**config.mk**
```make
export PLATFORM = sky130hd
export DESIGN_NAME = svh_cell
export DESIGN_NICKNAME = d
export VERILOG_FILES = /design/src/hw/rtl/svh_pkg.sv /design/src/hw/rtl/svh_cell.sv
export SDC_FILE = /design/constraint.sdc
export NUM_CORES = 1
export LEC_CHECK = 0
export ABC_AREA = 1
export BUFFER_PORTS_ARGS = -buffer_cell sky130_fd_sc_hd__buf_2
export CAP_MARGIN = 20
export CORE_UTILIZATION = 42
export DETAILED_ROUTE_END_ITERATION = 7
export GPL_TIMING_DRIVEN = 0
export PLACE_DENSITY = 0.8
export SLEW_MARGIN = 20
export SYNTH_ARGS = -nofsm -noshare
export SYNTH_HDL_FRONTEND = slang
export SYNTH_SLANG_ARGS = --single-unit
```
**constraint.sdc**
```tcl
create_clock -name clk -period 2.35 [get_ports clk]
set_clock_uncertainty 0.15 [all_clocks]
set_input_delay 0.47 -clock clk [delete_from_list [all_inputs] [get_ports clk]]
set_output_delay 0.47 -clock clk [all_outputs]
set_load 0.05 [all_outputs]
```
**src/hw/rtl/svh_pkg.sv**
```systemverilog
package svh_pkg;

  localparam int unsigned VALUE_W = 32;
  localparam int unsigned COUNT_W = 16;

  // One table entry as a cell holds it
  typedef struct packed {
    logic               valid;
    logic [VALUE_W-1:0] value;
    logic [COUNT_W-1:0] count;
  } entry_t;

  // Control broadcast from the sequencer to every cell
  typedef struct packed {
    logic capture;   // latch compare flags against the new sample
    logic bump;      // sample already present: raise the matching count
    logic insert;    // sample is new and there is room: open a slot
    logic shift_out; // emit: every cell takes its right neighbour's entry
  } cell_ctrl_t;

  // Sequencer states, one-hot
  typedef enum logic [2:0] {
    ST_IDLE  = 3'b001,
    ST_APPLY = 3'b010,
    ST_EMIT  = 3'b100
  } state_t;

endpackage

```
**src/hw/rtl/svh_cell.sv**
```systemverilog
module svh_cell (
  input  logic                                clk,
  input  logic                                rst,
  input  svh_pkg::cell_ctrl_t                 ctrl,
  input  logic [svh_pkg::VALUE_W-1:0]         sample,
  input  svh_pkg::entry_t                     left,
  input  logic                                left_place,
  input  svh_pkg::entry_t                     right,
  output svh_pkg::entry_t                     own,
  output logic                                place,
  output logic                                hit
);
  import svh_pkg::*;

  logic               valid;
  logic [VALUE_W-1:0] value;
  logic [COUNT_W-1:0] count;

  assign own = '{valid: valid, value: value, count: count};

  // Compare against the request's sample; place marks "sample sorts at or before here"
  always_ff @(posedge clk) begin
    if (ctrl.capture) begin
      hit   <= valid && (value == sample);
      place <= !valid || ($signed(value) > $signed(sample));
    end
  end

  // Entry valid bit
  always_ff @(posedge clk) begin
    if (rst) begin
      valid <= 1'b0;
    end else if (ctrl.shift_out) begin
      valid <= right.valid;
    end else if (ctrl.insert && place) begin
      valid <= left_place ? left.valid : 1'b1;
    end
  end

  // Entry payload: shift, insert or count
  always_ff @(posedge clk) begin
    if (ctrl.shift_out) begin
      value <= right.value;
      count <= right.count;
    end else if (ctrl.insert && place) begin
      if (left_place) begin
        value <= left.value;
        count <= left.count;
      end else begin
        value <= sample;
        count <= COUNT_W'(1);
      end
    end else if (ctrl.bump && hit && !(&count)) begin
      count <= count + COUNT_W'(1);
    end
  end

endmodule

```
==> flow_summary.json, run 1 <==
{
  "clock.fmax_mhz": 455,
  "grt_antenna_before_repair": 0,
  "num_vias": 3922,
  "longest_clk_path_bufs": 2,
  "whs_ps": 166,
  "hpwlAfterDp_um": 8690,
  "cts_tree": "built",
  "signal_arrival_time_at_the_worst_endpoint_ps": 2120,
  "layout_commonest_cell": "buf_2",
  "syn_to_final_growth_pct": 33.3,
  "worst_setup_path_startpoint": "count[0]$_DFFE_PP_",
  "wire_per_inst_um": 14.3,
  "insertedDiodeCount": 0,
  "start_util": 0.442,
  "use_met1": 0.283,
  "wirelength_um": 11100,
  "finalCritPeriodShare": 0.935,
  "synthFlopType": "edfxtp_1",
  "rsz0062_at_grt": "false",
  "drt-pass1-iter-count": 4,
  "ys_types": 37,
  "period_needed_ps": 2200,
  "worstSetupPathType": "reg2reg",
  "die-height_um": 95.9,
  "tns_ps": 0,
  "core_um2": 8380,
  "cts_made_buffers": 5,
  "die_x_um": 95.9,
  "regToRegStartpoint": "count[0]$_DFFE_PP_",
  "share_of_cells_above_drive_strength_1": 0.336,
  "report.final.slew_viol_count": 0,
  "first_global_vias": 3678,
  "max_slew.worst_pin.slew_ps": 605,
  "setup.worst_path.end": "count[4]$_DFFE_PP_",
  "pin_count_of_the_biggest_net_entering_global_routing": 20,
  "place.gp.congestion": 0.854,
  "cp.required_ps": 2270,
  "cts-root-buf": "clkbuf_8",
  "outcome": "finished clean",
  "yosys_register_bits": 51,
  "boundaryPins": 188,
  "worst-path-max-fanout": 15,
  "hold_sp": "rst",
  "grt_pass1_wl_um": 16800,
  "fillerInstances": 764,
  "timing.max_cap.violations": 0,
  "portBuffers": 185,
  "synthesis.instances": 471,
  "utilization": 0.589,
  "holdCritPathClass": "in2reg",
  "nNetsFinal": 839,
  "grt_overflow": 0,
  "postSynthAreaPerCell_um2": 7.86,
  "synth.net_count": 641,
  "total_leakage_power_nw": 2.46,
  "hold_violations": 0,
  "grt_use_total": 0.239,
  "routed_via_density": 5.06,
  "reg2reg_setup_slack_ps": 150,
  "ys.warnings.count": 0,
  "postSynth.asyncResetShare": 0,
  "worst_r2r_endpoint": "count[4]$_DFFE_PP_",
  "grt.met2_usage": 0.447,
  "grt_most_used_layer": "met2",
  "setup.worst_path.end_class": "flip-flop",
  "ctsHtreeMaxLevel": 2,
  "grt_util_met3": 0.0340,
  "ant_nets": 0,
  "max-slew-margin-rel": 0.597,
  "drt_drc_violations_left": 0,
  "seq_area_frac_synth": 0.411,
  "synth-edff-count": 50,
  "worstSkewPairLatency_ps": 310,
  "floorplan.rows": 33,
  "top_library_cells_by_usage_in_the_layout_fill_and_taps_aside": "buf_2 (187), nand2_1 (96), a21oi_1 (95), nor2_1 (56), inv_1 (51)",
  "timing.reg2reg.worst_path_depth": 10,
  "clock_sinks": 51,
  "die_area_um2": 9200,
  "dr.first_iter.drc_count": 154,
  "max-vdd-ir-drop_uv": 246,
  "worst_setup_hold_path_clk_slew_ps": 110,
  "power_density_nw_per_um2": 551,
  "syn_area_um2": 3700,
  "report.final.setup_viol": 0,
  "setup.worst_path.start_class": "flip-flop"
}
-- through the flow --
step | worst slack (ps) | area, µm² | std cells | power, W
finish | 152 | 4940 | 775 | 0.00272
global placement | -363 | 4790 | 761 | 0.00217
floorplan | -14.7 | 3730 | 471 | 0.00187
global route | 23.6 | 4940 | 775 | 0.00287
CTS | -51.1 | 4880 | 770 | 0.00272
detailed placement | -459 | 4790 | 761 | 0.00220
-- power breakdown --
| group | switching (W) | total, W | internal (W) |
|---|---|---|---|
| registers | 0.0000724 | 0.00119 | 0.00111 |
| logic | 0.000686 | 0.00101 | 0.000320 |
| clock network | 0.000318 | 0.000526 | 0.000208 |
-- flip-flops by register name, indices dropped and copies added (netlist names) --
name	flops
hit	1
value	32
valid	1
count	16
place	1
-- Yosys cell counts (2+ instances only) --
cell type / n / area [µm²]
nor2_2: 3 / 18.8
nand2_2: 2 / 12.5
clkbuf_1: 14 / 52.6
a21oi_1: 95 / 475
xor2_1: 2 / 17.5
o21ai_1: 6 / 30.0
nor2_4: 2 / 22.5
o21ai_0: 8 / 40.0
nand3_4: 2 / 35.0
edfxtp_1: 50 / 1500
nand2_1: 97 / 364
a21o_1: 2 / 15.0
o211ai_1: 2 / 15.0
a22oi_1: 4 / 30.0
o21a_1: 2 / 15.0
ha_1: 33 / 413
buf_2: 2 / 10.0
nor3_1: 3 / 15.0
nor2_1: 58 / 218
nand3_1: 10 / 50.1
inv_2: 5 / 18.8
inv_1: 52 / 195
nand4_1: 3 / 18.8
-- what timing repair did --
action                     CTS  global route
buffers inserted             0             5
hold endpoints to repair     0             0
pin swaps                    0             1
cloned                       1             0
hold buffers                 0             0
setup endpoints to repair   36             8
resized for setup            1             1
-- how the worst min path moves through the flow --
stage | cells past startpoint | slack [ps] | to
2_1_floorplan | 1 | 320 | place$_DFFE_PP_
3_3_place_gp | 1 | 350 | place$_DFFE_PP_
3_5_place_dp | 1 | 350 | place$_DFFE_PP_
4_1_cts | 2 | 160 | valid$_SDFFE_PP0P_
5_1_grt | 2 | 160 | valid$_SDFFE_PP0P_
6_report | 2 | 170 | valid$_SDFFE_PP0P_
-- final cells by class --
class | count | area, µm² | share of cell area
Multi-Input combinational cell | 344 | 1920 | 0.388
Sequential cell | 51 | 1520 | 0.308
Timing Repair Buffer | 190 | 976 | 0.198
Inverter | 58 | 223 | 0.0451
Tap cell | 105 | 131 | 0.0266
Buffer | 18 | 73.8 | 0.0150
Clock buffer | 5 | 68.8 | 0.0139
Clock inverter | 3 | 20.0 | 0.00405
Timing Repair inverter | 1 | 7.51 | 0.00152
-- critical path: stages, from the launching register on --
cell	delay, ps
edfxtp_1	410
ha_2	210
nand2_2	60
inv_2	110
nand3_4	80
nor2_4	130
nand4_2	130
or2_1	260
nor2_2	150
o21ai_4	90
buf_12	170
-- cell families (layout without fill, tap and decap cells) --
kind of cell,after synthesis,count (layout),share of synthesized area
flip-flops,51,51,0.411
adder cells (fa/ha/maj),33,33,0.111
XOR/XNOR,3,3,0.00710
buffers and inverters,76,275,0.0791
AO/OA/AOI/OAI,125,125,0.180
AND/OR/NAND/NOR,183,183,0.211
-- layer usage --
| layer | share of wire | up-vias |
|---|---|---|
| li1 | - | 1986 |
| met1 | 0.41 | 1755 |
| met2 | 0.50 | 172 |
| met3 | 0.081 | 9 |
| met4 | 0.0080 | 0 |
| met5 | 0 | - |
(Power assumes the default switching activity.)
==> run 2: changes to the inputs <==
Settings changed: CAP_MARGIN 20 to 5, CORE_MARGIN set to 2.
==> flow_summary.json, run 2 (same netlist as run 1, synthesis figures left out) <==
{
  "outcome": "finished clean",
  "boundaryPins": 188,
  "wire_per_inst_um": 14.4,
  "insertedDiodeCount": 0,
  "finalCritPeriodShare": 0.932,
  "seq_power_share": 0.405,
  "die_area_um2": 9590,
  "start_util": 0.429,
  "crit_slowest_cell": "edfxtp_1",
  "longest_clk_path_bufs": 2,
  "layout_top_registers": "value (32), count (16)",
  "portBuffers": 185,
  "power_density_nw_per_um2": 591,
  "worst_setup_path_startpoint": "count[0]$_DFFE_PP_",
  "postPlaceCellArea_um2": 4790,
  "critPathBufInv": 1,
  "hold_violations": 0,
  "total_leakage_power_nw": 2.47,
  "cts_made_buffers": 5,
  "floorplan.rows": 34,
  "grt_pass1_wl_um": 17800,
  "dr.first_iter.drc_count": 153,
  "max-slew-margin-rel": 0.634,
  "pin_count_of_the_biggest_net_entering_global_routing": 20,
  "top_library_cells_by_usage_in_the_layout_fill_and_taps_aside": "buf_2 (187), nand2_1 (96), a21oi_1 (95), nor2_1 (57), inv_1 (51)",
  "post-place-ws_ps": -367,
  "hold_sp": "rst",
  "die-height_um": 97.9,
  "signal_arrival_time_at_the_worst_endpoint_ps": 1990,
  "grt_overflow": 0,
  "max-vdd-ir-drop_uv": 285,
  "final_design_area_no_fill_um2": 4960,
  "core_um2": 8640,
  "max_slew.worst_pin.slew_ps": 549,
  "drt_drc_violations_left": 0,
  "worst_setup_hold_path_clk_slew_ps": 110,
  "power.share.combinational": 0.341,
  "clock.fmax_mhz": 457,
  "clock_sinks": 51,
  "cellInternalPower_w": 0.00185,
  "hpwlAfterDp_um": 8700,
  "largest_reg_flops": 32,
  "syn_to_final_growth_pct": 33.9,
  "layout_commonest_cell": "buf_2",
  "regToRegStartpoint": "count[0]$_DFFE_PP_",
  "grt_use_total": 0.225,
  "worstSetupPathType": "reg2reg",
  "sw_pwr_w": 0.00107,
  "ant_nets": 0,
  "utilization": 0.574,
  "clockPowerShare": 0.254,
  "routed_via_density": 5.04,
  "period_needed_ps": 2190,
  "nNetsFinal": 837,
  "ctsHtreeMaxLevel": 2,
  "first_global_vias": 3947,
  "fin_ws_ps": 159,
  "power_switching_share": 0.367,
  "place.gp.congestion": 0.868,
  "cp.required_ps": 2150,
  "rsz0062_at_grt": "false",
  "worst-path-max-fanout": 16,
  "drt-pass1-iter-count": 4,
  "setup.worst_path.end_class": "flip-flop",
  "cts_tree": "built",
  "cts-root-buf": "clkbuf_8",
  "cpPeakStageDelay_ps": 450,
  "worstSkewPairLatency_ps": 310,
  "timing.max_cap.violations": 0,
  "holdCritPathClass": "in2reg",
  "wirelength_um": 11200,
  "num_vias": 3910,
  "report.final.setup_viol": 0,
  "grt_antenna_before_repair": 0,
  "share_of_cells_above_drive_strength_1": 0.332,
  "crit_chain": "ha_2, nand2_2, inv_2, nand3_4, nor2_4, nand4_2, or2_1, nor2_2, o21ai_4",
  "regMostFlops": "value",
  "timing.critical_path.max_delay_family": "simple AND/OR/NAND/NOR gates",
  "die_x_um": 97.9,
  "report.final.slew_viol_count": 0,
  "setup.worst_path.start_class": "flip-flop"
}
## run 2: cell count changes in the layout (fill, tap and decap cells not counted), sizes merged
cell,before,now
clkinvlp,4,3
buf,194,192
bufinv,0,2
clkinv,2,1
## run 2: per-stage QoR
stage | instances | power (W) | TNS (ps) | hold slack (ps)
finish | 776 | 0.00293 | 0 | 154
global route | 776 | 0.00307 | 0 | 156
CTS | 773 | 0.00294 | 0 | 145
detailed placement | 764 | 0.00220 | -9410 | 356
global placement | 764 | 0.00217 | -7590 | 347
floorplan | 471 | 0.00187 | -235 | 318
## run 2: layout make-up
cell class	count	area (µm²)
flip-flops and latches	51	1520
repair inverters	1	7.51
well taps	108	135
repair buffers	188	948
clock buffers	5	68.8
multi-input cells	344	1910
plain buffers	18	73.8
inverters	58	223
fillers	831	3680
clock inverters	3	67.6
## run 2: timing repair
item,in CTS,in global routing
buffers inserted,0,3
gates resized for setup,1,0
hold buffers,0,0
endpoints found under the setup margin,36,18
gates cloned,1,0
## run 2: worst paths after layout
path,to,slack (ps),cells after the start
max,count[2]$_DFFE_PP_,160,9
min,valid$_SDFFE_PP0P_,150,2
max reg2reg,count[2]$_DFFE_PP_,160,9
min reg2reg,place$_DFFE_PP_,390,1
## run 2: per-layer routing
metal	up-vias	routed length, µm	global-route usage
met2	152	5530	0.410
met4	0	116	0.0470
met1	1768	4700	0.281
met3	10	846	0.0379
li1	1980	-	-
met5	-	0	0
## run 2: power by group through the flow
stage / Sequential, W / Clock [W] / Combinational, W
2_1_floorplan: 0.00150 / 0 / 0.000369
3_3_place_gp: 0.00120 / 0 / 0.000969
3_5_place_dp: 0.00121 / 0 / 0.000991
4_1_cts: 0.00119 / 0.000756 / 0.00100
5_1_grt: 0.00120 / 0.000779 / 0.00109
6_report: 0.00119 / 0.000745 / 0.000999
==> run 3: changes to the inputs <==
Settings changed: CORE_UTILIZATION 42 to 25, PLACE_DENSITY 0.8 to 0.53.
==> flow_summary.json, run 3 (same netlist as run 1, synthesis figures left out) <==
{
  "fin_ws_ps": 149,
  "power_switching_share": 0.382,
  "total_leakage_power_nw": 2.48,
  "report.final.slew_viol_count": 0,
  "fillerInstances": 1558,
  "crit_chain": "ha_2, nand2_2, inv_2, nand3_4, nor2_4, nand4_2, or2_1, nor2_2, o21ai_4, buf_12",
  "seq_power_share": 0.402,
  "clockPowerShare": 0.259,
  "cts-root-buf": "clkbuf_16",
  "worstSetupPathType": "reg2reg",
  "core_um2": 14500,
  "worstSkewPairLatency_ps": 300,
  "multi_input_comb_area_um2": 1920,
  "cpPeakStageDelay_ps": 430,
  "ctsHtreeMaxLevel": 2,
  "cts_made_buffers": 5,
  "worst-path-max-fanout": 16,
  "place.gp.congestion": 0.781,
  "longest_clk_path_bufs": 2,
  "crit_slowest_cell": "edfxtp_1",
  "clock.fmax_mhz": 454,
  "die_area_um2": 15800,
  "die-height_um": 126,
  "cp.required_ps": 2270,
  "max_slew.worst_pin.slew_ps": 719,
  "boundaryPins": 188,
  "post-place-cells": 840,
  "dr.first_iter.drc_count": 129,
  "power.share.combinational": 0.339,
  "rsz0062_at_grt": "false",
  "syn_to_final_growth_pct": 37.4,
  "start_util": 0.256,
  "max-slew-margin-rel": 0.521,
  "floorplan.rows": 44,
  "largest_reg_flops": 32,
  "power_w": 0.00296,
  "hpwlAfterDp_um": 9860,
  "holdCritPathClass": "in2reg",
  "die_x_um": 126,
  "clock_sinks": 51,
  "sw_pwr_w": 0.00113,
  "max-vdd-ir-drop_uv": 261,
  "grt_use_total": 0.158,
  "setup.worst_path.end_class": "flip-flop",
  "num_vias": 3883,
  "report.final.setup_viol": 0,
  "wire_per_inst_um": 14.8,
  "grt_antenna_before_repair": 2,
  "drt-pass1-iter-count": 4,
  "hold_violations": 0,
  "timing.max_cap.violations": 0,
  "regMostFlops": "value",
  "final-seq-area_um2": 1520,
  "layout_commonest_cell": "buf_2",
  "grt_pass1_wl_um": 19800,
  "drt_drc_violations_left": 0,
  "power_density_nw_per_um2": 581,
  "wirelength_um": 12600,
  "setup.worst_path.start_class": "flip-flop",
  "post-place-ws_ps": -540,
  "signal_arrival_time_at_the_worst_endpoint_ps": 2120,
  "period_needed_ps": 2200,
  "finalCritPeriodShare": 0.937,
  "worst_setup_hold_path_clk_slew_ps": 80,
  "top_library_cells_by_usage_in_the_layout_fill_and_taps_aside": "buf_2 (187), nand2_1 (96), a21oi_1 (95), nor2_1 (56), inv_1 (51)",
  "layout_top_registers": "value (32), count (16)",
  "share_of_cells_above_drive_strength_1": 0.335,
  "ant_nets": 0,
  "pin_count_of_the_biggest_net_entering_global_routing": 19,
  "cellInternalPower_w": 0.00183,
  "cts_tree": "built",
  "reg2reg_setup_slack_ps": 150,
  "grt_overflow": 0,
  "nNetsFinal": 838,
  "final_cell_count_no_fill": 854,
  "cts.hold.buffers_added": 0,
  "first_global_vias": 3908,
  "outcome": "finished clean",
  "tns_ps": 0,
  "routed_via_density": 4.55,
  "utilization": 0.351,
  "portBuffers": 185
}
-- run 3: worst paths after layout --
| path | startpoint | endpoint | cells after the start |
|---|---|---|---|
| worst min-delay path | rst | valid$_SDFFE_PP0P_ | 2 |
| worst min register to register | valid$_SDFFE_PP0P_ | place$_DFFE_PP_ | 1 |
| worst max-delay path | count[0]$_DFFE_PP_ | count[4]$_DFFE_PP_ | 10 |
| worst max register to register | count[0]$_DFFE_PP_ | count[4]$_DFFE_PP_ | 10 |
-- run 3: power groups by stage --
stage | Clock (W) | Combinational [W] | Sequential (W)
after detailed placement | 0 | 0.00100 | 0.00121
after global routing | 0.000823 | 0.00111 | 0.00120
after global placement | 0 | 0.000994 | 0.00121
after floorplan | 0 | 0.000369 | 0.00150
after CTS | 0.000803 | 0.00101 | 0.00119
final | 0.000765 | 0.00100 | 0.00119
-- run 3: area by class of cell --
cell class	count	area share
buffer	18	0.0145
antenna	1	0.000492
clock buffer	5	0.0246
timing repair inverter	1	0.00148
inverter	58	0.0438
clock inverter	3	0.00394
sequential	51	0.299
timing repair buffer	189	0.190
multi-input combinational	344	0.377
tap	184	0.0453
-- run 3: what timing repair did --
item,4_1_cts,5_1_grt
pin swaps,0,1
endpoints found under the setup margin,36,17
gates resized for setup,1,1
cloned,1,0
buffers inserted,2,2
-- run 3: layer usage --
| layer | global-route usage | up-vias | wire, µm |
|---|---|---|---|
| met5 | 0 | - | 19 |
| met4 | 0.0333 | 2 | 148 |
| met3 | 0.0476 | 12 | 841 |
| met2 | 0.270 | 112 | 6050 |
| met1 | 0.197 | 1766 | 5550 |
| li1 | - | 1991 | - |
-- run 3: critical path: cells and delay by family (launching register included) --
kind / cells / cell delay, ps
AOI/OAI and AO/OA: 1 / 80
and+or+nand+nor: 6 / 800
DFF: 1 / 430
buffers and inverters: 2 / 270
adders and majority gates: 1 / 220
-- run 3: metrics by stage --
step,hold slack [ps],instance area (µm²)
floorplan,318,3730
global placement,366,4890
detailed placement,354,4890
CTS,158,5050
global route,162,5090
finish,169,5090
